<file path="config.mk">
export PLATFORM = sky130hd
export DESIGN_NAME = fixed_point_decimal_formatter_top
export DESIGN_NICKNAME = d
export VERILOG_FILES = /design/src/rtl/fdf_pkg.sv /design/src/rtl/fdf_front.sv /design/src/rtl/fdf_queue.sv /design/src/rtl/fdf_back.sv /design/src/rtl/fixed_point_decimal_formatter_top.sv
export VERILOG_INCLUDE_DIRS = /design/src /design/src/rtl
export SDC_FILE = /design/constraint.sdc
export NUM_CORES = 1
export LEC_CHECK = 0
export BUFFER_PORTS_ARGS = -buffer_cell sky130_fd_sc_hd__clkbuf_2
export CAP_MARGIN = 10
export CORE_MARGIN = 2
export CORE_UTILIZATION = 60
export CTS_BUF_LIST = sky130_fd_sc_hd__clkbuf_16
export DETAILED_ROUTE_END_ITERATION = 6
export GPL_TIMING_DRIVEN = 0
export PLACE_DENSITY = 0.81
export SYNTH_ARGS = -nofsm -noshare
export SYNTH_HDL_FRONTEND = slang
export SYNTH_SLANG_ARGS = --single-unit
</file>
<file path="constraint.sdc">
create_clock -name i_clk -period 6.8 [get_ports i_clk]
set_input_delay 0.34 -clock i_clk [delete_from_list [all_inputs] [get_ports i_clk]]
set_output_delay 0.34 -clock i_clk [all_outputs]
set_load 0.05 [all_outputs]
</file>
<file path="src/rtl/fixed_point_decimal_formatter_top_macros.svh">
// Assertion macros shared by the formatter RTL.
// Each macro builds one labeled concurrent assertion that is disabled while
// the active-low reset is asserted.
`ifndef FIXED_POINT_DECIMAL_FORMATTER_TOP_MACROS_SVH
`define FIXED_POINT_DECIMAL_FORMATTER_TOP_MACROS_SVH

// The consequent must hold in the same cycle as the antecedent.
`define FDF_ASSERT_SAME(label, clk, rst_n, ante, cons) \
    label: assert property (@(posedge clk) disable iff (!rst_n) (ante) |-> (cons)) \
        else $error("formatter assertion failed (same cycle)");

// The consequent must hold in the cycle after the antecedent.
`define FDF_ASSERT_NEXT(label, clk, rst_n, ante, cons) \
    label: assert property (@(posedge clk) disable iff (!rst_n) (ante) |=> (cons)) \
        else $error("formatter assertion failed (next cycle)");

`endif

</file>
<file path="src/rtl/fdf_pkg.sv">
// Package for the fixed-point decimal formatter.
// Holds the payload types, the job record, character constants and the BCD step.
// No dependencies.
`timescale 1ns / 1ps

package fdf_pkg;

    // Widths of the fields and of the decimal conversion.
    localparam int VALUE_W    = 27;
    localparam int MAG_W      = 26;
    localparam int BCD_DIGITS = 8;
    localparam int ITER_COUNT = MAG_W / 2;
    localparam int ITER_W     = $clog2(ITER_COUNT);
    localparam int QUEUE_DEPTH = 2;

    localparam logic [VALUE_W-1:0] MAG_LIMIT = 27'd65535999;

    // Character codes.
    localparam logic [7:0] CHAR_ZERO       = 8'h30;
    localparam logic [7:0] CHAR_SPACE      = 8'h20;
    localparam logic [7:0] CHAR_MINUS      = 8'h2D;
    localparam logic [7:0] FRAC_FIRST_BASE = 8'h86;

    typedef logic [BCD_DIGITS-1:0][3:0] t_bcd;

    typedef struct packed {
        logic signed [26:0] value_milli;
        logic [1:0]         frac_digits;
        logic [3:0]         field_width;
        logic [7:0]         prefix_symbol;
    } t_fdf_in;

    typedef struct packed {
        logic [7:0] char_code;
        logic       last_char;
    } t_fdf_out;

    // One converted number waiting for character output.
    typedef struct packed {
        t_bcd       bcd;
        logic       neg;
        logic [1:0] frac_digits;
        logic [3:0] field_width;
        logic [7:0] prefix_symbol;
    } t_fdf_job;

    // One shift-add-3 step: correct every digit, then shift in one binary bit.
    function automatic t_bcd bcd_step(input t_bcd bcd, input logic bit_in);
        t_bcd adj;
        for (int d = 0; d < BCD_DIGITS; d++) begin
            adj[d] = (bcd[d] >= 4'd5) ? (bcd[d] + 4'd3) : bcd[d];
        end
        return t_bcd'({adj[BCD_DIGITS-1:0], bit_in} >> 0);
    endfunction

endpackage

</file>
<file path="src/rtl/fdf_front.sv">
// Front end of the formatter: takes a number, saturates its magnitude and
// converts it to eight BCD digits, two bits per cycle.
// Depends on fdf_pkg.
`timescale 1ns / 1ps

module fdf_front
    import fdf_pkg::*;
(
    input  logic     i_clk,
    input  logic     i_rst_n,
    input  logic     i_start,
    input  t_fdf_in  i_item,
    output logic     o_busy,
    output logic     o_push,
    output t_fdf_job o_job,
    input  logic     i_full
);

    logic              r_active;
    logic              r_pend;
    logic [ITER_W-1:0] r_iter;
    logic [MAG_W-1:0]  r_bin;
    t_fdf_job          r_job;

    logic [VALUE_W-1:0] raw_u;
    logic               neg;
    logic [VALUE_W-1:0] mag_full;
    logic [MAG_W-1:0]   mag_sat;
    logic               accept;

    // Sign and saturated magnitude of the incoming value.
    assign raw_u    = i_item.value_milli;
    assign neg      = raw_u[VALUE_W-1];
    assign mag_full = neg ? (~raw_u + 27'd1) : raw_u;
    assign mag_sat  = (mag_full > MAG_LIMIT) ? MAG_LIMIT[MAG_W-1:0] : mag_full[MAG_W-1:0];

    // A finished job waits only while the queue is full.
    assign o_busy = r_active | (r_pend & i_full);
    assign accept = i_start & ~o_busy;
    assign o_push = r_pend & ~i_full;
    assign o_job  = r_job;

    // Conversion control and datapath.
    always_ff @(posedge i_clk) begin
        if (!i_rst_n) begin
            r_active <= 1'b0;
            r_pend   <= 1'b0;
            r_iter   <= '0;
        end else begin
            if (o_push) begin
                r_pend <= 1'b0;
            end
            if (accept) begin
                r_active            <= 1'b1;
                r_iter              <= '0;
                r_bin               <= mag_sat;
                r_job.bcd           <= '0;
                r_job.neg           <= neg;
                r_job.frac_digits   <= i_item.frac_digits;
                r_job.field_width   <= i_item.field_width;
                r_job.prefix_symbol <= i_item.prefix_symbol;
            end else if (r_active) begin
                r_job.bcd <= bcd_step(bcd_step(r_job.bcd, r_bin[MAG_W-1]), r_bin[MAG_W-2]);
                r_bin     <= {r_bin[MAG_W-3:0], 2'b00};
                if (r_iter == ITER_W'(ITER_COUNT - 1)) begin
                    r_active <= 1'b0;
                    r_pend   <= 1'b1;
                end else begin
                    r_iter <= r_iter + 1'b1;
                end
            end
        end
    end

endmodule

</file>
<file path="src/rtl/fdf_queue.sv">
// Two-entry job queue between the converter and the character sequencer.
// Depends on fdf_pkg.
`timescale 1ns / 1ps

module fdf_queue
    import fdf_pkg::*;
(
    input  logic     i_clk,
    input  logic     i_rst_n,
    input  logic     i_push,
    input  t_fdf_job i_job,
    output logic     o_full,
    input  logic     i_pop,
    output t_fdf_job o_job,
    output logic     o_empty
);

    localparam int PTR_W = $clog2(QUEUE_DEPTH);
    localparam int CNT_W = $clog2(QUEUE_DEPTH + 1);

    t_fdf_job          r_entry [QUEUE_DEPTH];
    logic [PTR_W-1:0]  r_wr_ptr;
    logic [PTR_W-1:0]  r_rd_ptr;
    logic [CNT_W-1:0]  r_count;

    assign o_full  = (r_count == CNT_W'(QUEUE_DEPTH));
    assign o_empty = (r_count == '0);
    assign o_job   = r_entry[r_rd_ptr];

    // Entry storage.
    always_ff @(posedge i_clk) begin
        if (i_push) begin
            r_entry[r_wr_ptr] <= i_job;
        end
    end

    // Pointers and fill count.
    always_ff @(posedge i_clk) begin
        if (!i_rst_n) begin
            r_wr_ptr <= '0;
            r_rd_ptr <= '0;
            r_count  <= '0;
        end else begin
            if (i_push) begin
                r_wr_ptr <= (r_wr_ptr == PTR_W'(QUEUE_DEPTH - 1)) ? '0 : r_wr_ptr + 1'b1;
            end
            if (i_pop) begin
                r_rd_ptr <= (r_rd_ptr == PTR_W'(QUEUE_DEPTH - 1)) ? '0 : r_rd_ptr + 1'b1;
            end
            case ({i_push, i_pop})
                2'b10:   r_count <= r_count + 1'b1;
                2'b01:   r_count <= r_count - 1'b1;
                default: r_count <= r_count;
            endcase
        end
    end

endmodule

</file>
<file path="src/rtl/fdf_back.sv">
// Back end of the formatter: takes converted jobs and emits the characters
// one per cycle: padding, symbol, sign, integer digits, fraction digits.
// Depends on fdf_pkg.
`timescale 1ns / 1ps

module fdf_back
    import fdf_pkg::*;
#(
    parameter int MAX_FIELD_WIDTH = 15
) (
    input  logic     i_clk,
    input  logic     i_rst_n,
    input  logic     i_empty,
    input  t_fdf_job i_job,
    output logic     o_pop,
    output logic     o_strobe,
    output t_fdf_out o_result
);

    localparam logic [3:0] WIDTH_CAP = (MAX_FIELD_WIDTH > 15) ? 4'd15 : 4'(MAX_FIELD_WIDTH);

    typedef enum logic [2:0] {
        S_IDLE,
        S_PAD,
        S_SYM,
        S_MINUS,
        S_INT,
        S_FRAC
    } t_state;

    t_state     r_state;
    logic       r_strobe;
    t_fdf_out   r_result;
    t_bcd       r_digits;
    logic [3:0] r_pad;
    logic [7:0] r_sym;
    logic       r_has_sym;
    logic       r_neg;
    logic [1:0] r_dec;
    logic [2:0] r_int_idx;
    logic [1:0] r_frac_cnt;

    logic       has_sym;
    logic [2:0] nd;
    logic [3:0] natural_len;
    logic [3:0] width_c;
    logic [3:0] pad;
    t_state     first_state;
    t_state     after_pad;
    logic [3:0] int_digit;
    logic [3:0] frac_digit;

    // Length of the number and the padding in front of it.
    always_comb begin
        has_sym = (i_job.prefix_symbol != 8'd0);
        if (i_job.bcd[7] != 4'd0) begin
            nd = 3'd5;
        end else if (i_job.bcd[6] != 4'd0) begin
            nd = 3'd4;
        end else if (i_job.bcd[5] != 4'd0) begin
            nd = 3'd3;
        end else if (i_job.bcd[4] != 4'd0) begin
            nd = 3'd2;
        end else begin
            nd = 3'd1;
        end
        natural_len = {3'd0, has_sym} + {3'd0, i_job.neg} + {1'b0, nd}
                    + {2'd0, i_job.frac_digits};
        width_c = (i_job.field_width > WIDTH_CAP) ? WIDTH_CAP : i_job.field_width;
        pad     = (width_c > natural_len) ? (width_c - natural_len) : 4'd0;
        if (pad != 4'd0) begin
            first_state = S_PAD;
        end else if (has_sym) begin
            first_state = S_SYM;
        end else if (i_job.neg) begin
            first_state = S_MINUS;
        end else begin
            first_state = S_INT;
        end
    end

    // Segment that follows the padding of the current job.
    always_comb begin
        if (r_has_sym) begin
            after_pad = S_SYM;
        end else if (r_neg) begin
            after_pad = S_MINUS;
        end else begin
            after_pad = S_INT;
        end
    end

    assign int_digit  = r_digits[3'd3 + r_int_idx];
    assign frac_digit = r_digits[3'd2 - {1'b0, r_frac_cnt}];

    assign o_pop    = (r_state == S_IDLE) & ~i_empty;
    assign o_strobe = r_strobe;
    assign o_result = r_result;

    // Character sequencer with registered result.
    always_ff @(posedge i_clk) begin
        if (!i_rst_n) begin
            r_state  <= S_IDLE;
            r_strobe <= 1'b0;
        end else begin
            unique case (r_state)
                S_IDLE: begin
                    r_strobe <= 1'b0;
                    if (!i_empty) begin
                        r_digits   <= i_job.bcd;
                        r_pad      <= pad;
                        r_sym      <= i_job.prefix_symbol;
                        r_has_sym  <= has_sym;
                        r_neg      <= i_job.neg;
                        r_dec      <= i_job.frac_digits;
                        r_int_idx  <= nd - 3'd1;
                        r_frac_cnt <= 2'd0;
                        r_state    <= first_state;
                    end
                end
                S_PAD: begin
                    r_strobe           <= 1'b1;
                    r_result.char_code <= CHAR_SPACE;
                    r_result.last_char <= 1'b0;
                    r_pad              <= r_pad - 4'd1;
                    if (r_pad == 4'd1) begin
                        r_state <= after_pad;
                    end
                end
                S_SYM: begin
                    r_strobe           <= 1'b1;
                    r_result.char_code <= r_sym;
                    r_result.last_char <= 1'b0;
                    r_state            <= r_neg ? S_MINUS : S_INT;
                end
                S_MINUS: begin
                    r_strobe           <= 1'b1;
                    r_result.char_code <= CHAR_MINUS;
                    r_result.last_char <= 1'b0;
                    r_state            <= S_INT;
                end
                S_INT: begin
                    r_strobe           <= 1'b1;
                    r_result.char_code <= CHAR_ZERO + {4'd0, int_digit};
                    r_result.last_char <= (r_int_idx == 3'd0) && (r_dec == 2'd0);
                    if (r_int_idx != 3'd0) begin
                        r_int_idx <= r_int_idx - 3'd1;
                    end else if (r_dec == 2'd0) begin
                        r_state <= S_IDLE;
                    end else begin
                        r_state <= S_FRAC;
                    end
                end
                S_FRAC: begin
                    r_strobe           <= 1'b1;
                    r_result.char_code <= ((r_frac_cnt == 2'd0) ? FRAC_FIRST_BASE : CHAR_ZERO)
                                        + {4'd0, frac_digit};
                    r_result.last_char <= (r_frac_cnt == r_dec - 2'd1);
                    r_frac_cnt         <= r_frac_cnt + 2'd1;
                    if (r_frac_cnt == r_dec - 2'd1) begin
                        r_state <= S_IDLE;
                    end
                end
                default: begin
                    r_strobe <= 1'b0;
                    r_state  <= S_IDLE;
                end
            endcase
        end
    end

endmodule

</file>
<file path="src/rtl/fixed_point_decimal_formatter_top.sv">
// Usage of the fixed-point decimal formatter.
//
// Input: drive i_item and raise start; the number is taken at the clock edge
// where start is high and busy is low. The value is in thousandths and is
// saturated to 65535.999 in magnitude.
// Output: one character per cycle on o_result while a number is being printed,
// marked by o_strobe; each transfer completes at the edge that ends the strobe
// cycle. last_char marks the final character of a number. The receiver cannot
// stall the output. The converter works through 13 steps of two bits each and
// then hands the job to the queue; the character sequencer loads each job and
// then emits its characters one per cycle.
// A two-entry queue between converter and sequencer lets a new number be taken
// while the previous one is still being printed.
// Reset (synchronous, active low) empties the queue and drops any number in
// flight; no characters come out until a new number is taken.
// Depends on fdf_pkg, fdf_front, fdf_queue, fdf_back and the macro header.
`timescale 1ns / 1ps
`include "fixed_point_decimal_formatter_top_macros.svh"

module fixed_point_decimal_formatter_top
    import fdf_pkg::*;
#(
    parameter int MAX_FIELD_WIDTH = 15
) (
    input  logic     i_clk,
    input  logic     i_rst_n,
    input  logic     start,
    input  t_fdf_in  i_item,
    output logic     busy,
    output logic     o_strobe,
    output t_fdf_out o_result
);

    logic     w_push;
    logic     w_full;
    logic     w_pop;
    logic     w_empty;
    t_fdf_job w_job_in;
    t_fdf_job w_job_out;

    // Converter.
    fdf_front u_front (
        .i_clk   (i_clk),
        .i_rst_n (i_rst_n),
        .i_start (start),
        .i_item  (i_item),
        .o_busy  (busy),
        .o_push  (w_push),
        .o_job   (w_job_in),
        .i_full  (w_full)
    );

    // Job queue.
    fdf_queue u_queue (
        .i_clk   (i_clk),
        .i_rst_n (i_rst_n),
        .i_push  (w_push),
        .i_job   (w_job_in),
        .o_full  (w_full),
        .i_pop   (w_pop),
        .o_job   (w_job_out),
        .o_empty (w_empty)
    );

    // Character sequencer.
    fdf_back #(
        .MAX_FIELD_WIDTH (MAX_FIELD_WIDTH)
    ) u_back (
        .i_clk    (i_clk),
        .i_rst_n  (i_rst_n),
        .i_empty  (w_empty),
        .i_job    (w_job_out),
        .o_pop    (w_pop),
        .o_strobe (o_strobe),
        .o_result (o_result)
    );

    // A taken number keeps the converter busy in the following cycle.
    `FDF_ASSERT_NEXT(a_accept_busy, i_clk, i_rst_n, start && !busy, busy)

    // The converter never hands a job to a full queue.
    `FDF_ASSERT_SAME(a_push_not_full, i_clk, i_rst_n, w_push, !w_full)

    // The sequencer pauses for a load cycle after the last character of a number.
    `FDF_ASSERT_NEXT(a_last_gap, i_clk, i_rst_n, o_strobe && o_result.last_char, !o_strobe)

endmodule

</file>
Word-level counts from Yosys, hierarchy flattened --
Memories as Yosys holds them, arrays and structs flattened. A register that Yosys moved wholly into a read port is not among the register bits. Index checks and enable logic that the tools add are counted.
Cells by class: $add $sub $neg 35, $lt $le $gt $ge 21, equal/unequal tests 16, mux-type cells 66, bitwise logic cells 11, reduce and logical (&&, ||, !) cells 30
Operators by type and width (count):
- $mux W26 | 3
- $mux W4 | 19
- $ge A4 B3 Y1 const B | 16
- $add A4 B2 Y4 const B | 14
- $mux W3 | 17
- $pmux W9 S5 | 1
- $mux W32 | 1
- $add A27 B1 Y27 const B | 1
- $gt A27 B26 Y1 const B | 1
- $mux W27 | 1
- $not A27 Y27 | 1
- $bmux W4 S3 | 2
- $reduce_bool A4 Y1 | 5
- $pmux W3 S6 | 1
- $mux W1 | 14
- $reduce_bool A2 Y1 | 5
- $reduce_and A3 Y1 | 3
- $add A8 B4 Y8 | 1
- $lt A3 B4 Y1 const B | 2
- $mux W8 | 1
- $pmux W2 S2 | 2
- $pmux W4 S2 | 1
- $reduce_and A2 Y1 | 4
- $reduce_and A4 Y1 | 2
- 39 further kinds | 61
Storage, ports and cells: flip-flop bits (word level) 149, RAM bits 94, bits of input ports 44, logic and storage cells 218, memories 1
Memory list:
- u_queue.r_entry | depth 2, bits a word 47, rd ports 1, clocked after memory_dff 1, write ports 1, line fdf_queue.sv:21 | t_fdf_job r_entry [QUEUE_DEPTH];

Logic depth before layout (Yosys ltp) --
Gate-level depths: netlist of run 1.
depth after elaboration 13, gate-level depth with buffers 19, gate-level depth less buffers 17

Modules after synthesis --
Synthesis of run 1 repeated with hierarchy kept, for this count alone.
Unflattened totals: cells, all modules 983, area, all modules 12715.9 µm²
By module, submodules not included:
- fdf_front | instances 1, cells each 552, area an instance 5464.0 µm², seq. area each 2312.2 µm²
- fdf_back | instances 1, cells each 263, area an instance 3651.0 µm², seq. area each 1941.9 µm²
- fdf_queue | instances 1, cells each 168, area an instance 3601.0 µm², seq. area each 2922.8 µm²

Worst setup path before layout of run 1 --
No wires, ideal clock.
kind reg-to-reg, from register with a tool-made name, to register u_back.r_state[1], setup time 0.060 ns, data arrival time 5.153 ns, path slack 1.587 ns, stages on the path, launching flop included 19, buffers on the path 2, cells stage by stage dfxtp_1 -> clkbuf_1 -> buf_1 -> mux2_2 -> or4_1 -> nor4_1 -> inv_1 -> ha_1 -> fa_1 -> ha_1 -> fa_1 -> inv_1 -> ha_1 -> nor2b_1 -> o21a_1 -> o21ai_0 -> a41oi_1 -> o32ai_1 -> and3_1
RTL lines:
- to (signal assigned) | line fdf_back.sv:118 | r_state <= first_state;
- to (signal assigned) | line fdf_back.sv:127 | r_state <= after_pad;
- to (signal assigned) | line fdf_back.sv:134 | r_state <= r_neg ? S_MINUS : S_INT;
- to (decl) | line fdf_back.sv:31 | t_state r_state;

==> summary.txt, run 1 <==
Status - finished, final reports clean
Crit-path max cell delay - 0.73 ns
Vias in the first global route - 7984
R2R depth - 17
Internal power - 3.13 mW
CP max-delay cell - dfxtp_1
Hold Crit Start - i_item[40]
Clock network fraction of total power - 0.294
Max Slew Vio Count - 0
Final Cell Area - 0.0140 mm²
Sequential-to-total area share from yosys stat - 0.579
Critical path's most frequent cell - ha_1
Mean Syn Cell Area - 12.9 µm²
Synthesized flop and latch total - 244
H-tree levels - 1
Critical path peak fanout - 11
Post-Place Cells - 1282
Die Y - 148 µm
Clk_skew - 0.0148 ns
Number of remaining DRC errors - 0
# port buffers - 51
Post-Route WL - 24600 µm
Crit start category - register
P&R area growth vs syn - 12.9%
Fillers - 1340
Final hold vios - 0
CTS Sinks - 244
Kind of cell adding the most delay to the critical path - adder cells
Core area - 0.0202 mm²
Combinational share of power - 0.275
Leading cell type in the layout, fill and taps excluded - edfxtp_1
Nets - 1157
Power Dens Cells - 322 mW/mm²
Setup TNS - 0 ns
CTS Buf Count - 26
Hold Path Sink - u_front.o_job[14]$_DFFE_PP_
Num ports - 55
Worst Max-Slew Pin Slew - 1.04 ns
Initial antenna violation count - 0
Mapped Nets - 1062
Hpwl dp - 16800 µm
R2r endpoint - u_back.r_state[2]$_SDFFE_PN0P_
Final worst path period share - 0.907
DRT antenna net count - 0
Maximum VDD drop - 0.000157 V
Worst-path clk slew - 0.06 ns
Critical path arrival - 6.61 ns
Ant diodes - 0
Chip width - 148 µm
Final Critical Period - 6.17 ns
CP Cell Sequence - buf_1 -> mux2_2 -> or4_1 -> nor4_1 -> inv_1 -> ha_1 -> fa_1 -> ha_1 -> fa_1 -> inv_1 -> ha_1 -> nor2b_1 -> o21a_1 -> o21ai_0 -> a41oi_1 -> nand4b_1 -> a21boi_0
Mapped cell area - 0.0124 mm²
Full die area - 0.0218 mm²
Slew headroom - 0.304
Flop-to-flop setup slack - 0.63 ns
# Post-CTS Setup Buffers - 0
Total track usage - 0.228
Main synth FF type - edfxtp_1
# resized after CTS - 0
Root Buffer - clkbuf_16
Setup Viol. Count Final - 0
Sw Pwr - 1.38 mW
Max Root-Sink Buffers - 3
RSZ-0062 raised after global routing - no
Worst-Skew Late Latency - 0.52 ns
Distinct cells, synth - 61
Worst hold stages - 1
Via Count - 7949
Vias per cell - 5.92
Post-DP Area - 0.0131 mm²
Initial Utilization - 0.613
Worst Hold Class - in -> reg
Endpoint class of the critical path - register
CTS tree - done
Post-synth EDFFs - 229
Worst Setup Path Type - reg -> reg
Synth warnings - 0
RD Place Congestion - 0.830
FFs w/ async S/R, synth - 0
Finished Layout Cells - 1343
Worst path required time - 7.24 ns
LEAKAGE - 5.11 nW
WL per Instance - 18.3 µm
Net Sw Frac - 0.307
Layout cells sized above 1 - 0.167
Max-cap violations - 0
GR Overflow Total - 0
Most frequent cells in the layout - edfxtp_1, inv_1, nor2_1
Worst hold slack - 0.128 ns
Sequential Power Share - 0.431
First-iteration detailed-routing DRC count - 516
Gate Count Post-Synth - 958
Largest net degree at the start of global routing - 45
F_max - 162 MHz
Row Count - 52
Crit path buf inv count - 3
TritonRoute pass-1 iters - 5
First-pass GRT wire length - 39600 µm
[metal layers]
metal | GRT usage | part of all wire | routed length, µm | up-vias
met5 | 0 | 0 | 0 | -
met4 | 0.0913 | 0.033 | 805 | 0
met3 | 0.0284 | 0.049 | 1190 | 60
met2 | 0.403 | 0.51 | 12500 | 252
met1 | 0.288 | 0.41 | 10200 | 3889
li1 | - | - | - | 3748
[sequential cells by signal (all words and copies together), names as in the netlist, 4 cells and up, named ones only]
| register | cells |
|---|---|
| u_back.r_sym | 8 |
| u_front.r_iter | 4 |
| u_queue.r_entry | 94 |
| u_front.r_bin | 26 |
| u_back.r_pad | 4 |
| u_back.o_result | 9 |
| u_back.r_digits | 32 |
| u_front.o_job | 47 |
[worst max path at each step]
stage / start / endpoint / slack, ns / depth (start not counted)
6_report: register / u_back.r_state[2]$_SDFFE_PN0P_ / 0.63 / 17
5_1_grt: register / u_back.r_state[1]$_SDFFE_PN0P_ / 0.19 / 17
4_1_cts: register / u_back.r_state[2]$_SDFFE_PN0P_ / 0.40 / 18
3_5_place_dp: register / u_back.r_state[1]$_SDFFE_PN0P_ / 0.50 / 18
3_3_place_gp: register / u_back.r_state[1]$_SDFFE_PN0P_ / 0.58 / 18
2_1_floorplan: register / u_back.r_state[1]$_SDFFE_PN0P_ / 1.59 / 18
[logic make-up after synthesis]
| group | after synthesis | share of synthesized area |
|---|---|---|
| flops | 244 | 0.579 |
| simple gates | 246 | 0.106 |
| xor+xnor | 53 | 0.0374 |
| mux | 92 | 0.0956 |
| compound gates | 168 | 0.0889 |
| buf+inv | 95 | 0.0301 |
| fa+ha+maj | 60 | 0.0636 |
[cell usage after synthesis (7+ instances only)]
library cell,instances,area share
a21boi_0,12,0.0073
xor2_1,23,0.016
inv_1,64,0.019
nor2b_1,10,0.0050
nor3_1,9,0.0036
xnor2_1,30,0.021
o21ai_0,33,0.013
edfxtp_1,229,0.55
o22a_1,9,0.0064
nor2_1,66,0.020
mux2i_1,25,0.020
ha_1,55,0.055
o31ai_1,8,0.0048
nand4_1,7,0.0035
mux4_2,16,0.029
a21o_1,7,0.0042
or4_1,8,0.0048
nand3_1,10,0.0040
or3_1,10,0.0050
nand2b_1,21,0.011
nand2_1,53,0.016
mux2_2,51,0.046
a21oi_1,57,0.023
and2_1,9,0.0045
and3_1,8,0.0040
dfxtp_1,15,0.024
nor3b_1,18,0.011
clkbuf_1,25,0.0076
[per-stage QoR]
step / utilization / worst slack (ns) / power [mW]
floorplan: - / 1.59 / 2.89
CTS: 0.692 / 0.405 / 4.52
finish: 0.692 / 0.629 / 4.51
global route: 0.692 / 0.194 / 4.73
detailed placement: 0.646 / 0.504 / 3.18
global placement: 0.642 / 0.582 / 3.12
[area by class of cell]
type                       count  area [µm²]  share of cell area
sequential                   244        7180               0.513
multi-input combinational    619        4860               0.347
clock buffer                  27         676              0.0483
timing repair buffer          68         455              0.0325
tap                          270         338              0.0241
inverter                      64         240              0.0172
buffer                        30         129             0.00920
clock inverter                21         126             0.00903
[power groups by stage]
| stage | logic [mW] | clock network (mW) | registers, mW |
|---|---|---|---|
| after CTS | 1.25 | 1.34 | 1.93 |
| final | 1.24 | 1.33 | 1.94 |
| after global placement | 1.17 | 0 | 1.95 |
| after detailed placement | 1.22 | 0 | 1.96 |
| after global routing | 1.38 | 1.40 | 1.95 |
| after floorplan | 0.918 | 0 | 1.97 |
[timing repair]
action / in CTS / in global routing
endpoints found under the setup margin: 0 / 1
hold buffers: 14 / 0
hold endpoints to repair: 14 / 0
[worst register-to-register path, stage by stage, from the launching register on]
cell      delay [ns]
dfxtp_1         0.73
buf_1           0.55
mux2_2          0.43
or4_1           0.43
nor4_1          0.61
inv_1           0.15
ha_1            0.27
fa_1            0.50
ha_1            0.23
fa_1            0.49
inv_1           0.04
ha_1            0.32
nor2b_1         0.15
o21a_1          0.15
o21ai_0         0.45
a41oi_1         0.14
nand4b_1        0.22
a21boi_0        0.21
Power figures use the tool's default switching activity.
==> run 2, diff against run 1 <==
CTS_BUF_LIST = default   (was sky130_fd_sc_hd__clkbuf_16)
==> run 2 against run 1 <==
Combinational power is essentially flat. Power increased by 0.79%. Highest routed layer unchanged. First-iteration DRC count decreased by 13%. Clock skew decreased by 0.0062 ns. Worst hold slack improved by 0.012 ns. Largest cell class unchanged. Critical path depth is 1 higher. Sequential cell count did not move. Sequential power is essentially flat. Global-route usage up 0.17 points. Cell count about the same. Maximum frequency fell by 3.9%.
==> summary.txt, run 2 (synthesized netlist as in run 1, its figures left out) <==
Largest net degree at the start of global routing - 45 (unchanged)
Final Critical Period - 6.42 ns (+0.252 ns)
Maximum VDD drop - 0.000154 V (-1.7%)
Worst Hold Class - in -> reg
Worst hold stages - 1 (unchanged)
Crit start category - register
First-pass GRT wire length - 39700 µm (+0.40%)
Full die area - 0.0218 mm² (unchanged)
Worst-path clk slew - 0.06 ns (about the same)
P&R area growth vs syn - 13.1%
First-iteration detailed-routing DRC count - 449 (-13%)
Critical path's most frequent cell - ha_1
Worst Setup Path Type - reg -> reg
Vias in the first global route - 7943 (-0.51%)
Max-cap violations - 0 (unchanged)
Clk_skew - 0.00861 ns (-0.00617 ns)
LEAKAGE - 5.10 nW (-0.32%)
CP max-delay cell - clkbuf_1
Slew headroom - 0.314 (+0.00980)
H-tree levels - 1 (unchanged)
Post-Route WL - 24900 µm (+1.2%)
Ant diodes - 0 (unchanged)
Setup TNS - 0 ns (unchanged)
Leading cell type in the layout, fill and taps excluded - edfxtp_1
Chip width - 148 µm (unchanged)
Util after Layout - 0.693 (+0.00117)
Initial Utilization - 0.613 (unchanged)
RSZ-0062 raised after global routing - no
Max Slew Vio Count - 0 (unchanged)
Vias per cell - 5.88 (-0.67%)
Tot Pwr - 4.54 mW (+0.79%)
Endpoint class of the critical path - register
Worst Max-Slew Pin Slew - 1.03 ns (-0.0147 ns)
# resized after CTS - 0 (unchanged)
R2R depth - 18 (+1)
CTS Sinks - 244 (unchanged)
Worst-Skew Late Latency - 0.52 ns (about the same)
Final worst path period share - 0.945 (+0.0371)
Footprint of the multi-input gates - 0.00486 mm² (unchanged)
Root Buffer - clkbuf_16
DRT antenna net count - 0 (unchanged)
CTS Hold Bufs - 14 (unchanged)
# port buffers - 51 (unchanged)
Layout cells sized above 1 - 0.169 (+0.00171)
Via Count - 7902 (-0.59%)
Total track usage - 0.230 (+0.00166)
CTS tree - done
Critical path peak fanout - 10 (-1)
F_max - 156 MHz (-3.9%)
Fillers - 1335 (-0.37%)
Core area - 0.0202 mm² (unchanged)
Die Y - 148 µm (unchanged)
Biggest register - u_queue.r_entry
Max reg flops - 94 (unchanged)
Setup Viol. Count Final - 0 (unchanged)
Crit-path max cell delay - 0.62 ns (-0.11 ns)
Initial antenna violation count - 0 (unchanged)
Post-DP Area - 0.0131 mm² (unchanged)
TritonRoute pass-1 iters - 5 (unchanged)
Row Count - 52 (unchanged)
Worst hold slack - 0.141 ns (+0.0123 ns)
Nets - 1158 (+0.086%)
WL per Instance - 18.5 µm (+1.1%)
Status - finished, final reports clean
Final Cell Area - 0.0140 mm² (+0.17%)
Most frequent cells in the layout - edfxtp_1, nor2_1, inv_1
# Post-CTS Setup Buffers - 0 (unchanged)
Final hold vios - 0 (unchanged)
RD Place Congestion - 0.830 (unchanged)
Max Root-Sink Buffers - 3 (unchanged)
Critical path arrival - 6.88 ns (+0.27 ns)
Hpwl dp - 16800 µm (unchanged)
Number of remaining DRC errors - 0 (unchanged)
Worst path required time - 7.26 ns (+0.02 ns)
Num ports - 55 (unchanged)
CP Cell Sequence - clkbuf_1 -> buf_1 -> mux2_2 -> or4_1 -> nor4_1 -> inv_1 -> ha_1 -> fa_1 -> ha_1 -> fa_1 -> inv_1 -> ha_1 -> nor2b_1 -> o21a_1 -> o21ai_0 -> a41oi_1 -> o32ai_1 -> and3_1
Power Dens Cells - 324 mW/mm² (+0.62%)
Seq. cell area - 0.00718 mm² (unchanged)
GR Overflow Total - 0 (unchanged)
CTS Buf Count - 26 (unchanged)
run 2: cell count changes in the layout (fill, tap and decap cells not counted), sizes merged:
cell    before  now
clkbuf     102  112
clkinv      10    8
inv         73   66
run 2: layout make-up:
cell class                      instances  share of cell area
Buffer                                 31             0.00946
Multi-Input combinational cell        619               0.347
Timing Repair Buffer                   68              0.0325
Inverter                               64              0.0171
Tap cell                              270              0.0241
Sequential cell                       244               0.512
Clock buffer                           36              0.0520
Clock inverter                         12             0.00660
run 2: path summary, 6_finish.rpt:
| path | slack, ns | from | endpoint |
|---|---|---|---|
| worst min register to register | 0.45 | u_front.o_job[9]$_DFFE_PP_ | u_queue.r_entry[1][9]$_DFFE_PP_ |
| worst max register to register | 0.38 | register | u_back.r_state[1]$_SDFFE_PN0P_ |
| worst min-delay path | 0.14 | i_item[40] | u_front.o_job[14]$_DFFE_PP_ |
| worst max-delay path | 0.38 | register | u_back.r_state[1]$_SDFFE_PN0P_ |
run 2: through the flow:
stage               setup slack [ns]  std cells
floorplan                       1.59        958
global placement               0.582       1279
detailed placement             0.504       1282
CTS                            0.410       1344
global route                  0.0164       1344
finish                         0.377       1344
run 2: worst max-delay path, delay by kind of cell, from the launching register on:
kind,cells,cell delay [ns]
adder cells (fa/ha/maj),5,1.78
AND/OR/NAND/NOR,4,1.39
buffers and inverters,4,1.38
AO/OA/AOI/OAI,4,1.02
multiplexers,1,0.43
flip-flops,1,0.35
run 2: per-layer routing:
metal,vias to the layer above,track usage,routed length (µm)
li1,3755,-,-
met1,3819,0.289,10100
met2,267,0.409,12700
met3,61,0.0287,1260
met4,0,0.0880,778
met5,-,0,0
run 2: report_power, final:
part	leakage, nW	internal, mW	switching, mW
logic	2.47	0.524	0.736
clock network	0.405	0.790	0.563
registers	2.22	1.85	0.0853
==> run 3, diff against run 2 <==
SYNTH_HIERARCHICAL = 1   (was default)
==> run 3 against run 2 <==
First-iteration DRC count is 34% higher. Utilization is 0.95 points lower. Non-clock buffer count is 8 higher.
==> summary.txt, run 3 <==
Final hold vios - 0 (unchanged)
First-iteration detailed-routing DRC count - 601 (+34%)
Post-synth top area cell - edfxtp_1
Vias in the first global route - 8227 (+3.6%)
LEAKAGE - 5.09 nW (-0.15%)
Mapped cell area - 0.0127 mm² (+2.6%)
Util after Layout - 0.684 (-0.00950)
Largest net degree at the start of global routing - 39 (-13%)
Post-Place Cells - 1313 (+2.4%)
Initial antenna violation count - 0 (unchanged)
Synth top cells by count - edfxtp_1, ha_1, nand2_1
Hpwl dp - 17500 µm (+4.1%)
Die Y - 150 µm (+1.2%)
Final worst path period share - 0.736 (-0.209)
Gate Count Post-Synth - 983 (+2.6%)
Fillers - 1421 (+6.4%)
Max-cap violations - 0 (unchanged)
Worst-Skew Late Latency - 0.51 ns (about the same)
Mean Syn Cell Area - 12.9 µm² (about the same)
Status - finished, final reports clean
Critical path peak fanout - 10 (unchanged)
Total track usage - 0.232 (+0.00208)
Finished Layout Cells - 1363 (+1.4%)
Worst-path clk slew - 0.06 ns (about the same)
Count leader, synth - edfxtp_1
Mapped Nets - 1085 (+2.2%)
Main synth FF type - edfxtp_1
Synth warnings - 6 (+6)
Power Dens Cells - 324 mW/mm² (about the same)
Ant diodes - 0 (unchanged)
Most frequent cells in the layout - edfxtp_1, nand2_1, ha_1
P&R area growth vs syn - 12.3%
PnR worst setup slack - 1.80 ns (+1.42 ns)
Seq. cell area - 0.00718 mm² (unchanged)
Chip width - 150 µm (+1.2%)
Via Count - 8252 (+4.4%)
Final Cell Area - 0.0143 mm² (+1.8%)
H-tree levels - 1 (unchanged)
DRT antenna net count - 0 (unchanged)
CTS Buf Count - 25 (-3.8%)
Nets - 1174 (+1.4%)
Synthesized flop and latch total - 244 (unchanged)
Distinct cells, synth - 75 (+23%)
Worst path required time - 7.23 ns (-0.03 ns)
Crit path buf inv count - 3 (-1)
Slew headroom - 0.469 (+0.155)
CP Cell Sequence - buf_2 -> buf_4 -> mux2_2 -> nor4_1 -> nand2b_1 -> nand2_1 -> nand2_1 -> fa_1 -> ha_1 -> fa_1 -> inv_1 -> fa_1 -> xor2_2 -> o311ai_1 -> a221o_1 -> and3b_1 -> o31ai_2
Crit start category - register
GR Overflow Total - 0 (unchanged)
WL per Instance - 18.6 µm (+0.23%)
FFs w/ async S/R, synth - 0 (unchanged)
F_max - 200 MHz (+28%)
Tot Pwr - 4.62 mW (+1.8%)
Initial Utilization - 0.609 (-0.00404)
Worst Setup Path Type - reg -> reg
Final Critical Period - 5.00 ns (-1.42 ns)
Max Root-Sink Buffers - 3 (unchanged)
Biggest register - u_queue/r_entry
Crit-path max cell delay - 0.49 ns (-0.13 ns)
Worst hold slack - 0.0266 ns (-0.114 ns)
R2R depth - 17 (-1)
Maximum VDD drop - 0.000196 V (+28%)
Core area - 0.0209 mm² (+3.2%)
Root Buffer - clkbuf_16
First-pass GRT wire length - 40900 µm (+3.1%)
Critical path arrival - 5.43 ns (-1.45 ns)
Synth top area share - 0.541 (-0.0138)
RD Place Congestion - 0.866 (+4.3%)
Endpoint class of the critical path - register
CTS Sinks - 244 (unchanged)
Worst Hold Class - in -> reg
Leading cell type in the layout, fill and taps excluded - edfxtp_1
Area contributors post-synth - edfxtp_1, ha_1, mux2_2
Setup Viol. Count Final - 0 (unchanged)
Vias per cell - 6.05 (+3.0%)
# port buffers - 51 (unchanged)
Worst hold stages - 1 (unchanged)
Post-Route WL - 25300 µm (+1.6%)
Setup TNS - 0 ns (unchanged)
Hold Crit Start - i_item[9]
CP max-delay cell - fa_1
Row Count - 53 (+1.9%)
RSZ-0062 raised after global routing - no
Clk_skew - 0.0124 ns (+0.00382 ns)
Worst Max-Slew Pin Slew - 0.797 ns (-0.233 ns)
Number of remaining DRC errors - 0 (unchanged)
Post-DP Area - 0.0134 mm² (+2.6%)
Max reg flops - 94 (unchanged)
Pre-CTS setup slack - 1.92 ns (+1.41 ns)
R2r endpoint - u_back/r_state[0]$_SDFFE_PN0P_
# Post-CTS Setup Buffers - 0 (unchanged)
TritonRoute pass-1 iters - 5 (unchanged)
Sequential-to-total area share from yosys stat - 0.564 (-0.0144)
Full die area - 0.0224 mm² (+2.5%)
Flop-to-flop setup slack - 1.80 ns (+1.42 ns)
Layout cells sized above 1 - 0.183 (+0.0144)
Max Slew Vio Count - 0 (unchanged)
Critical path's most frequent cell - fa_1
Hold Path Sink - u_front/o_job[9]$_DFFE_PP_
Footprint of the multi-input gates - 0.00512 mm² (+5.4%)
Kind of cell adding the most delay to the critical path - adder cells
Post-synth EDFFs - 229 (unchanged)
CTS tree - done
Num ports - 55 (unchanged)
run 3: layer usage:
metal	GRT usage	share of wire	wire length (µm)
met3	0.0308	0.058	1470
met2	0.404	0.50	12700
met5	0	0	0
met1	0.298	0.41	10300
met4	0.0871	0.032	820
run 3: what timing repair did:
action,in CTS,in global routing
hold buffers,6,1
gates resized for setup,0,0
endpoints found under the hold margin,6,1
run 3: cell families (layout without fill, tap and decap cells):
kind of cell	count (synthesis)	count (layout)	share of synthesized area
mux	88	88	0.0930
flops	244	244	0.564
simple gates	231	231	0.0974
fa+ha+maj	58	58	0.0594
compound gates	214	214	0.117
xor+xnor	51	51	0.0357
buf+inv	97	202	0.0335
run 3: area by class of cell:
cell class,instances,share of cell area
clock inverters,11,0.0107
plain buffers,45,0.0161
repair buffers,62,0.0284
well taps,275,0.0241
clock buffers,32,0.0456
flip-flops and latches,244,0.503
multi-input cells,642,0.359
inverters,52,0.0137
run 3: how the worst max path moves through the flow:
stage / to / depth (start not counted)
final: u_back/r_state[0]$_SDFFE_PN0P_ / 17
after global routing: u_back/r_state[0]$_SDFFE_PN0P_ / 17
after CTS: u_back/r_state[0]$_SDFFE_PN0P_ / 17
after detailed placement: u_back/r_state[0]$_SDFFE_PN0P_ / 17
after global placement: u_back/r_state[0]$_SDFFE_PN0P_ / 15
after floorplan: u_back/r_state[0]$_SDFFE_PN0P_ / 17
run 3: report_power, final:
part / switching, mW / internal, mW
clock network: 0.531 / 0.823
registers: 0.0878 / 1.85
logic: 0.759 / 0.577
total: 1.38 / 3.25
